<file path="config.mk">
export PLATFORM = sky130hd
export DESIGN_NAME = mr_back
export DESIGN_NICKNAME = d
export VERILOG_FILES = /design/src/hw/rtl/mr_pkg.sv /design/src/hw/rtl/mr_mulmod.sv /design/src/hw/rtl/mr_back.sv
export SDC_FILE = /design/constraint.sdc
export NUM_CORES = 2
export LEC_CHECK = 0
export ABC_AREA = 0
export ABC_CLOCK_PERIOD_IN_PS = 12300
export BUFFER_PORTS_ARGS = -buffer_cell sky130_fd_sc_hd__buf_2
export CAP_MARGIN = 0
export CORE_MARGIN = 8
export CORE_UTILIZATION = 45
export DETAILED_ROUTE_END_ITERATION = 12
export GPL_ROUTABILITY_DRIVEN = 0
export GPL_TIMING_DRIVEN = 0
export PLACE_DENSITY_LB_ADDON = 0.15
export SYNTH_ARGS = -nofsm -noshare
export SYNTH_HDL_FRONTEND = slang
export SYNTH_SLANG_ARGS = --single-unit
export TNS_END_PERCENT = 100
</file>
<file path="constraint.sdc">
create_clock -name clk_i -period 12.3 [get_ports clk_i]
set_input_delay 0 -clock clk_i [delete_from_list [all_inputs] [get_ports clk_i]]
set_output_delay 0 -clock clk_i [all_outputs]
set_load 0.02 [all_outputs]
</file>
<file path="src/hw/rtl/mr_pkg.sv">
// ---------------------------------------------------------------------------
// Miller-Rabin package
// Shared constants and types, among them the class of the item passed from front end to back end.
// ---------------------------------------------------------------------------
`timescale 1ns / 1ps

package mr_pkg;

  localparam int unsigned NumWidthDefault = 64;
  localparam int unsigned FifoDepth       = 2;

  // Class of an item as decided by the front end.
  typedef enum logic [1:0] {
    ClsPrime,
    ClsComposite,
    ClsBadWitness,
    ClsTest
  } cls_e;

  // Back end sequencer states.
  typedef enum logic [2:0] {
    StIdle,
    StPow,
    StSquare,
    StMul,
    StDone
  } be_state_e;

endpackage

</file>
<file path="src/hw/rtl/mr_mulmod.sv">
// ---------------------------------------------------------------------------
// Miller-Rabin modular multiplier
// Bit-serial shift-and-add (a * b) mod m, one bit of b per cycle.
// ---------------------------------------------------------------------------
`timescale 1ns / 1ps

module mr_mulmod #(
  parameter int unsigned NumWidth = mr_pkg::NumWidthDefault
) (
  input  logic                clk_i,
  input  logic                rst_ni,
  input  logic                start_i,
  input  logic [NumWidth-1:0] a_i,
  input  logic [NumWidth-1:0] b_i,
  input  logic [NumWidth-1:0] m_i,
  output logic                done_o,
  output logic [NumWidth-1:0] p_o
);

  localparam int unsigned CntW = $clog2(NumWidth + 1);

  logic [NumWidth-1:0] acc_q, acc_d, a_q, a_d, b_q, b_d;
  logic [CntW-1:0]     cnt_q, cnt_d;
  logic                busy_q, busy_d;
  logic                fin_q;
  logic [NumWidth:0]   dbl, dbl_r, add, add_r;

  // Double then conditionally add, each reduced by one subtract.
  always_comb begin
    dbl   = {acc_q, 1'b0};
    dbl_r = (dbl >= {1'b0, m_i}) ? dbl - {1'b0, m_i} : dbl;
    add   = dbl_r + {1'b0, a_q};
    add_r = (add >= {1'b0, m_i}) ? add - {1'b0, m_i} : add;
    acc_d = acc_q;
    a_d   = a_q;
    b_d   = b_q;
    cnt_d = cnt_q;
    busy_d = busy_q;
    if (start_i) begin
      acc_d  = '0;
      a_d    = a_i;
      b_d    = b_i;
      cnt_d  = CntW'(NumWidth);
      busy_d = 1'b1;
    end else if (busy_q) begin
      acc_d = b_q[NumWidth-1] ? add_r[NumWidth-1:0] : dbl_r[NumWidth-1:0];
      b_d   = {b_q[NumWidth-2:0], 1'b0};
      cnt_d = cnt_q - 1'b1;
      if (cnt_q == CntW'(1)) begin
        busy_d = 1'b0;
      end
    end
  end

  assign p_o    = acc_q;
  assign done_o = fin_q;

  // Done is flagged in the cycle after the last bit, while busy is clear.
  always_ff @(posedge clk_i or negedge rst_ni) begin
    if (!rst_ni) begin
      busy_q <= 1'b0;
      cnt_q  <= '0;
      fin_q  <= 1'b0;
    end else begin
      busy_q <= busy_d;
      cnt_q  <= cnt_d;
      fin_q  <= busy_q && cnt_q == CntW'(1) && !start_i;
    end
  end

  always_ff @(posedge clk_i) begin
    acc_q <= acc_d;
    a_q   <= a_d;
    b_q   <= b_d;
  end

endmodule

</file>
<file path="src/hw/rtl/mr_back.sv">
// ---------------------------------------------------------------------------
// Miller-Rabin back end
// Runs the modular exponentiation and squarings and holds the result item.
// ---------------------------------------------------------------------------
`timescale 1ns / 1ps

module mr_back #(
  parameter int unsigned NumWidth = mr_pkg::NumWidthDefault
) (
  input  logic                clk_i,
  input  logic                rst_ni,
  input  logic                q_valid_i,
  output logic                q_ready_o,
  input  mr_pkg::cls_e        q_cls_i,
  input  logic [NumWidth-1:0] q_n_i,
  input  logic [NumWidth-1:0] q_w_i,
  input  logic                q_last_i,
  output logic                valid_o,
  input  logic                ready_i,
  output logic                probably_prime_o,
  output logic                bad_witness_o,
  output logic                final_round_o
);

  localparam int unsigned SW = $clog2(NumWidth + 1);

  mr_pkg::be_state_e st_q, st_d, ret_q, ret_d;
  logic [NumWidth-1:0] n_q, n_d, e_q, e_d, acc_q, acc_d, sq_q, sq_d, x_q, x_d;
  logic [SW-1:0]       s_q, s_d;
  logic                last_q, last_d, all_q, all_d, ov_q, ov_d;
  logic                pp_q, pp_d, bad_q, bad_d, fin_q, fin_d;
  logic                step_q, step_d;

  logic                mstart, mdone;
  logic [NumWidth-1:0] ma, mb, mp;

  // Shared bit-serial multiplier.
  mr_mulmod #(.NumWidth(NumWidth)) u_mul (
    .clk_i, .rst_ni, .start_i(mstart), .a_i(ma), .b_i(mb), .m_i(n_q),
    .done_o(mdone), .p_o(mp)
  );

  logic [NumWidth-1:0] nm1;
  logic                pass_v, fail_v, can_out;
  assign nm1 = n_q - NumWidth'(1);
  assign can_out = !ov_q || ready_i;

  // Sequencer: decompose n-1, power, then squarings.
  always_comb begin
    st_d = st_q; ret_d = ret_q; n_d = n_q; e_d = e_q; acc_d = acc_q;
    sq_d = sq_q; x_d = x_q; s_d = s_q; last_d = last_q; all_d = all_q;
    ov_d = ov_q && !ready_i; pp_d = pp_q; bad_d = bad_q; fin_d = fin_q;
    step_d = step_q; mstart = 1'b0; ma = acc_q; mb = sq_q;
    q_ready_o = 1'b0; pass_v = 1'b0; fail_v = 1'b0;
    case (st_q)
      mr_pkg::StIdle: begin
        q_ready_o = can_out;
        if (q_valid_i && can_out) begin
          n_d = q_n_i; last_d = q_last_i; bad_d = 1'b0;
          case (q_cls_i)
            mr_pkg::ClsPrime: pass_v = 1'b1;
            mr_pkg::ClsComposite: fail_v = 1'b1;
            mr_pkg::ClsBadWitness: begin
              fail_v = 1'b1; bad_d = 1'b1;
            end
            default: begin
              e_d = q_n_i - NumWidth'(1); s_d = '0; sq_d = q_w_i;
              acc_d = NumWidth'(1); st_d = mr_pkg::StDone;
            end
          endcase
        end
      end
      // StDone here strips trailing zeros of n-1, one bit a cycle.
      mr_pkg::StDone: begin
        if (!e_q[0]) begin
          e_d = e_q >> 1; s_d = s_q + 1'b1;
        end else begin
          st_d = mr_pkg::StPow; step_d = 1'b0;
        end
      end
      mr_pkg::StPow: begin
        if (e_q == '0) begin
          x_d = acc_q;
          st_d = mr_pkg::StSquare;
          step_d = 1'b0;
        end else begin
          ma = step_q ? sq_q : acc_q; mb = sq_q;
          mstart = 1'b1; ret_d = mr_pkg::StPow; st_d = mr_pkg::StMul;
        end
      end
      mr_pkg::StMul: begin
        ma = acc_q; mb = sq_q;
        if (mdone) begin
          st_d = ret_q;
          if (ret_q == mr_pkg::StPow) begin
            if (!step_q) begin
              if (e_q[0]) acc_d = mp;
              step_d = 1'b1;
            end else begin
              sq_d = mp; e_d = e_q >> 1; step_d = 1'b0;
            end
          end else begin
            x_d = mp; s_d = s_q - 1'b1; step_d = 1'b1;
          end
        end
      end
      mr_pkg::StSquare: begin
        // First visit checks x itself; later visits check a fresh square.
        if (!step_q) begin
          if (x_q == NumWidth'(1) || x_q == nm1) begin
            pass_v = 1'b1;
          end else if (s_q <= SW'(1)) begin
            fail_v = 1'b1;
          end else begin
            ma = x_q; mb = x_q; mstart = 1'b1;
            ret_d = mr_pkg::StSquare; st_d = mr_pkg::StMul;
          end
        end else begin
          if (x_q == NumWidth'(1)) begin
            fail_v = 1'b1;
          end else if (x_q == nm1) begin
            pass_v = 1'b1;
          end else if (s_q <= SW'(1)) begin
            fail_v = 1'b1;
          end else begin
            ma = x_q; mb = x_q; mstart = 1'b1;
            ret_d = mr_pkg::StSquare; st_d = mr_pkg::StMul;
          end
        end
        if ((pass_v || fail_v) && !can_out) begin
          pass_v = 1'b0; fail_v = 1'b0; mstart = 1'b0;
          st_d = mr_pkg::StSquare;
        end
      end
      default: st_d = mr_pkg::StIdle;
    endcase
    // Result forms only in idle (immediate) or after a square check.
    if (pass_v || fail_v) begin
      pp_d  = all_q && pass_v;
      all_d = last_d ? 1'b1 : (all_q && pass_v);
      fin_d = last_d;
      ov_d  = 1'b1;
      st_d  = mr_pkg::StIdle;
    end
  end

  assign valid_o          = ov_q;
  assign probably_prime_o = pp_q;
  assign bad_witness_o    = bad_q && ov_q;
  assign final_round_o    = fin_q;

  always_ff @(posedge clk_i or negedge rst_ni) begin
    if (!rst_ni) begin
      st_q  <= mr_pkg::StIdle;
      ret_q <= mr_pkg::StPow;
      all_q <= 1'b1;
      ov_q  <= 1'b0;
      step_q <= 1'b0;
    end else begin
      st_q  <= st_d;
      ret_q <= ret_d;
      all_q <= all_d;
      ov_q  <= ov_d;
      step_q <= step_d;
    end
  end

  always_ff @(posedge clk_i) begin
    n_q <= n_d; e_q <= e_d; acc_q <= acc_d; sq_q <= sq_d; x_q <= x_d;
    s_q <= s_d; last_q <= last_d; pp_q <= pp_d; bad_q <= bad_d; fin_q <= fin_d;
  end

endmodule

</file>
Word level (Yosys, flattened, before mapping):

Index checks and enable logic that the tools add are counted.

* register bits: 541
* logic and storage cells: 214
* output and inout bits: 5
* bits of input ports: 135

* equality and inequality tests: 32
* mux-type cells: 113
* add/sub/neg operators: 8
* magnitude comparators: 3
* reductions and logical operators: 36

Operators with widths (count)
* $mux 64: 37
* $pmux 64 s2: 4
* $pmux 64 s3: 1
* $ge 65x64->1: 2
* $sub 64x1->64 const B: 2
* $add 65x64->65: 1
* $mux 65: 1
* $sub 65x64->65: 1
* $eq 64x1->1 const B: 1
* $eq 64x64->1: 1
* $logic_not 64->1: 1
* $sub 64x64->64: 1
* $mux 3: 17
* $mux 7: 7
* $mux 1: 39
* $ne 2x2->1 const B: 11
* $pmux 7 s3: 1
* $reduce_and 7->1: 3
* $ne 3x3->1 const B: 6
* $reduce_and 6->1: 3
* $ne 5x5->1 const B: 3
* $pmux 3 s5: 1
* $sub 7x1->7 const B: 2
* $reduce_and 4->1: 2
* other kinds (24): 44

Logic depth before layout (Yosys ltp):

* depth after elaboration: 13
* depth in mapped cells: 44
* gate-level depth less buffers: 38

Modules after synthesis:

From an unflattened synthesis, not the netlist that was laid out.

* cells, all modules: 4353
* area, all modules: 39364.0 µm²

By module, submodules not included
* mr_mulmod: cells each 2533, seq. area each 5350.1 µm², area an instance 20512.2 µm², instances 1
* mr_back: cells each 1820, seq. area each 10132.2 µm², area an instance 18851.8 µm², instances 1

Worst setup path before layout:

No wires, ideal clock.

* path type: flip-flop to flip-flop
* start point: reg n_q[26]
* end point: reg u_mul.acc_q[46] (netlist: u_mul.p_o[46])
* path buffers: 5
* stages on the path, launching flop included: 41
* setup time: 0.174 ns
* data required time: 12.126 ns
* arrival time: 8.456 ns
* slack: 3.671 ns
* period minus slack after synthesis: 8.629 ns
* path through: edfxtp_1 inv_1 ha_1 clkbuf_1 a21oi_1 o22ai_1 or4b_2 o211ai_1 and3_1 a21oi_1 a211oi_2 clkbuf_1 clkbuf_1 a21oi_1 ha_1 o21a_1 o31a_1 o2111a_1 [5 not listed] o41ai_1 xnor2_1 inv_1 ha_1 clkbuf_1 nand2_1 nor4_1 nand3_1 nor3_1 o311ai_0 a21oi_1 nor3_1 o211ai_1 a21oi_1 nor2_1 clkbuf_1 mux2i_1 o22ai_1

* word-level cells in the longest chain between the ends: 10
* elaborated cells between the ends (all ways): 29
* those cells by class: add/sub: 4; order compare: 2; eq/ne: 1; mux: 19; reduce/logical: 3

RTL lines
* start, declared: line mr_back.sv:28 `logic [NumWidth-1:0] n_q, n_d, e_q, e_d, acc_q, acc_d, sq_q, sq_d, x_q, x_d;`
* start signal, assigned: line mr_back.sv:169 `n_q <= n_d; e_q <= e_d; acc_q <= acc_d; sq_q <= sq_d; x_q <= x_d;`
* branches (longest 10 deep; another with $sub 65x64->65)
* end signal, assigned: line mr_mulmod.sv:72 `acc_q <= acc_d;`
* end, declared: line mr_mulmod.sv:22 `logic [NumWidth-1:0] acc_q, acc_d, a_q, a_d, b_q, b_d;`

Several ways; the timed one is not identified. The select of a mux whose other input is x is not followed.
A chain may end at the register's enable or synchronous reset.

Final worst setup path:

* start point: reg n_q[26]
* end point: reg u_mul.acc_q[21] (netlist: u_mul.p_o[21])

* word-level cells in the longest chain between the ends: 10
* elaborated cells between the ends (all ways): 29
* those cells by class: add/sub: 4; order compare: 2; eq/ne: 1; mux: 19; reduce/logical: 3

RTL lines
* branches (longest 10 deep; another with $sub 65x64->65)

Several ways; the timed one is not identified. The select of a mux whose other input is x is not followed.

==> summary.txt <==
STA
  • Slew headroom: -3.10%
  • Final worst setup slack: ~430 ps
  • Clk_skew: 27.9 ps
  • Fin crit period: 11870 ps
  • FMAX: 0.0843 GHz
  • Max-slew violations: 2
  • Final hold violations: 0
  • Setup tns final: 0 ps
  • Final period util: 96.5%
  • RSZ-0062 raised after global routing: no
  • Slew @ Worst Pin: 1530 ps
  • Final setup fails: 0

Route
  • Top layer used by detailed routing: met4
  • Average wire per standard cell: 25.8 um
  • Vias: 36784
  • Routed vias/inst: about 6.2
  • Post-route ant nets: 0
  • Wl on met1: 62500 um
  • TritonRoute pass-1 iters: 7
  • Residual DRC count: 0
  • Met2 Wirelength: around 67000 um
  • Drt first-iter violations: about 4700
  • Routed wl met3: 17000 um
  • Final WL: between 150000 and 200000 um

Yosys
  • Synth unique cells: 94
  • Syn_nets: 4760
  • Asr flop ratio synth: 3.15%
  • Mean post-synth cell area: approximately 8.7 um2
  • Syn Inst Count: 4420
  • Mapped Area: 38500 um2
  • Yosys warns: 0
  • Prevailing post-synth register cell: edfxtp_1
  • Post-synth EDFFs: around 460
  • Number of synthesized register bits: 540
  • Seq/Total Area, Yosys: 40.2%

Final layout
  • FF/Latch Area: 15500 um2
  • Net count, final: 5111
  • Post-route cell area: between 40000 and 50000 um2
  • Share of cells above drive strength 1: 7.54%
  • Ant diodes: 0
  • Post-layout util: ~52%
  • Multi-input logic area: between 20000 and 25000 um2
  • Filler cells: 8042
  • Area growth, synth to finish: 15.0%

Worst setup path
  • Critical Path RT: 12790 ps
  • Reg2Reg Depth: a little over 40
  • Crit Path Max Fanout: 10
  • Critical R2R Launch: n_q[26]
  • Most used cell, CP: a21oi_1
  • Crit end category: flop
  • Arr. time, crit path: 12360 ps
  • Worst setup SP type: flop
  • Setup crit start: n_q[26]
  • Worst path max stage delay: between 600 and 700 ps
  • Slowest stage cell, crit path: or4b_2
  • Critical path type: flop to flop

Die
  • I/O pin total: 140
  • Initial Utilization: a little under half
  • Die width: ~300 um
  • Die area: approximately 95000 um2
  • Row count: 107
  • Chip Height: 309 um
  • Core Region: 85000 um2

Min path
  • Hold path startpoint: q_valid_i
  • Hold WC Path Type: primary input to flop
  • Hold path cells: 6

CTS
  • CTS tree: done
  • TritonCTS buffer count: 54
  • Clk slew on worst S/H paths: 60 ps
  • CTS sink count: 540
  • CTS root buffer: clkbuf_16
  • H-Tree Level Count: 2
  • Worst skew pair latency: 640 ps
  • Clock Path Buffers: 3

Placed design
  • HPWL Detailed: 123000 um
  • Port Buffer Count: 139
  • Area after DPL: around 41000 um2
  • Pre-CTS setup slack: -591 ps

Run
  • Max Cap Viol: 1

Global route
  • Vias in the first global route: 34241
  • Global-route wire length before repair: 221000 um
  • GRT overflow: 0
  • Largest net degree at the start of global routing: 50
  • Initial antenna violation count: 2
  • All-Layer GR Usage: 30.8%

Status
  • Failing checks: max-capacitance violations, max-slew violations
  • Status: complete, but fails checks
-- final timing paths --
check / endpoint / slack [ps]
worst min-delay path: st_q[1] / 40
max in group asynchronous: st_q[2] / 10330
worst max-delay path: u_mul.p_o[21] / 430
worst min register to register: u_mul.cnt_q[6] / 530
worst max register to register: u_mul.p_o[21] / 430
min in group asynchronous: ret_q[0] / 510
-- worst max-delay path, delay by kind of cell (launching register included) --
kind            cells  cell delay [ps]
fa+ha+maj           4             1020
buf+inv             9             2630
xor+xnor            1              170
compound gates     20             5670
flops               1              490
simple gates        7             1690
-- cell families after synthesis --
group                    after synthesis  share of synthesized area [%]
multiplexers                          82                           2.15
AND/OR/NAND/NOR                     1693                           20.3
buffers and inverters                431                           4.27
flip-flops                           540                           40.2
XOR/XNOR                             344                           7.82
adder cells (fa/ha/maj)              205                           6.71
AO/OA/AOI/OAI                       1125                           18.6
-- layout by cell type (no fill, tap or decap), types with 17 or more instances in the layout --
cell             n
xnor2_1        220
nor4_1          76
o211ai_1        41
or2_2           17
nor2b_1         22
nand2_1        840
nand4_1         65
xor2_1         124
a31oi_1         38
edfxtp_1       458
buf_2          153
a21o_1         103
and2_1          17
o31ai_1         26
nand2b_1        26
o21a_1          28
dlygate4sd3_1  136
inv_1          219
o21bai_1        55
a21oi_1        263
mux2i_1         75
and3_1          31
nor2_1         230
a211oi_1        58
nor3_1          96
ha_1           202
nand3_1        167
or3_1           31
clkbuf_1       170
o21ai_0        328
clkbuf_16       54
dfxtp_1         65
-- per-stage QoR --
step / cells / hold WS (ps)
3_3_place_gp: 5703 / -9.52
4_1_cts: 5958 / 9.91
6_report: 5961 / 42.5
5_1_grt: 5961 / 96.9
3_5_place_dp: 5720 / -9.32
2_1_floorplan: 4420 / -296
-- final cells by class --
type | count | area share [%]
timing repair buffer | 296 | 5.38
inverter | 221 | 1.87
buffer | 209 | 1.89
sequential | 540 | 34.9
multi-input combinational | 3449 | 48.5
tap | 1144 | 3.23
clock inverter | 43 | 1.11
clock buffer | 59 | 3.09
-- per-layer routing --
metal	track usage [%]	up-vias
met1	42.3	17580
met5	0	-
met2	48.0	2110
li1	-	16745
met4	12.7	0
met3	5.51	349
-- cells in the mapped netlist (all sizes together), types with 7 or more instances --
library cell  instances  share of area, %
dfxtp                65               3.4
o31a                  8              0.18
or3                  33              0.56
a211o                 9              0.20
a21o                103               2.0
or2                  17              0.28
o32ai                12              0.27
nand2               841               8.2
a31oi                38              0.62
or4                  16              0.32
a32o                  9              0.23
a211oi               59               1.2
mux2                  7              0.20
nor2b                23              0.37
nand3               167               2.2
mux2i                75               1.9
buf                  29              0.35
nor2                237               2.4
a2111oi              10              0.24
nor4                 84               1.6
and4                 11              0.25
edfxtp              458                36
dfrtp                15              0.97
o311ai                9              0.20
nand2b               26              0.42
inv                 221               2.2
o41ai                 7              0.16
xor2                124               2.8
and2                 17              0.28
nor3                101               1.4
o22ai                10              0.16
o31ai                27              0.53
o21ai               331               4.3
a21boi               15              0.29
xnor2               220               5.0
nand4                66               1.1
o211a                 9              0.23
a21oi               264               3.4
o21a                 28              0.55
o21bai               55               1.1
and3                 31              0.50
ha                  202               6.6
o211ai               41              0.80
clkbuf              181               1.8
a31o                 13              0.30
-- state kept, by name (all words and copies together), names as in the netlist, 2 cells and up --
register / cells
acc_q: 64
e_q: 64
n_q: 64
ret_q: 2
s_q: 7
sq_q: 64
st_q: 3
u_mul.a_q: 64
u_mul.b_q: 64
u_mul.cnt_q: 7
u_mul.p_o: 64
x_q: 64
-- what timing repair did --
item | 4_1_cts | 5_1_grt
endpoints found under the setup margin | 60 | 61
hold buffers | 136 | 0
resized for setup | 6 | 35
endpoints found under the hold margin | 213 | 0
setup buffers | 0 | 4
pin swaps | 0 | 1
Power is not shown: default switching activity piles up to over one toggle a cycle in this logic, so the estimate is an artifact.
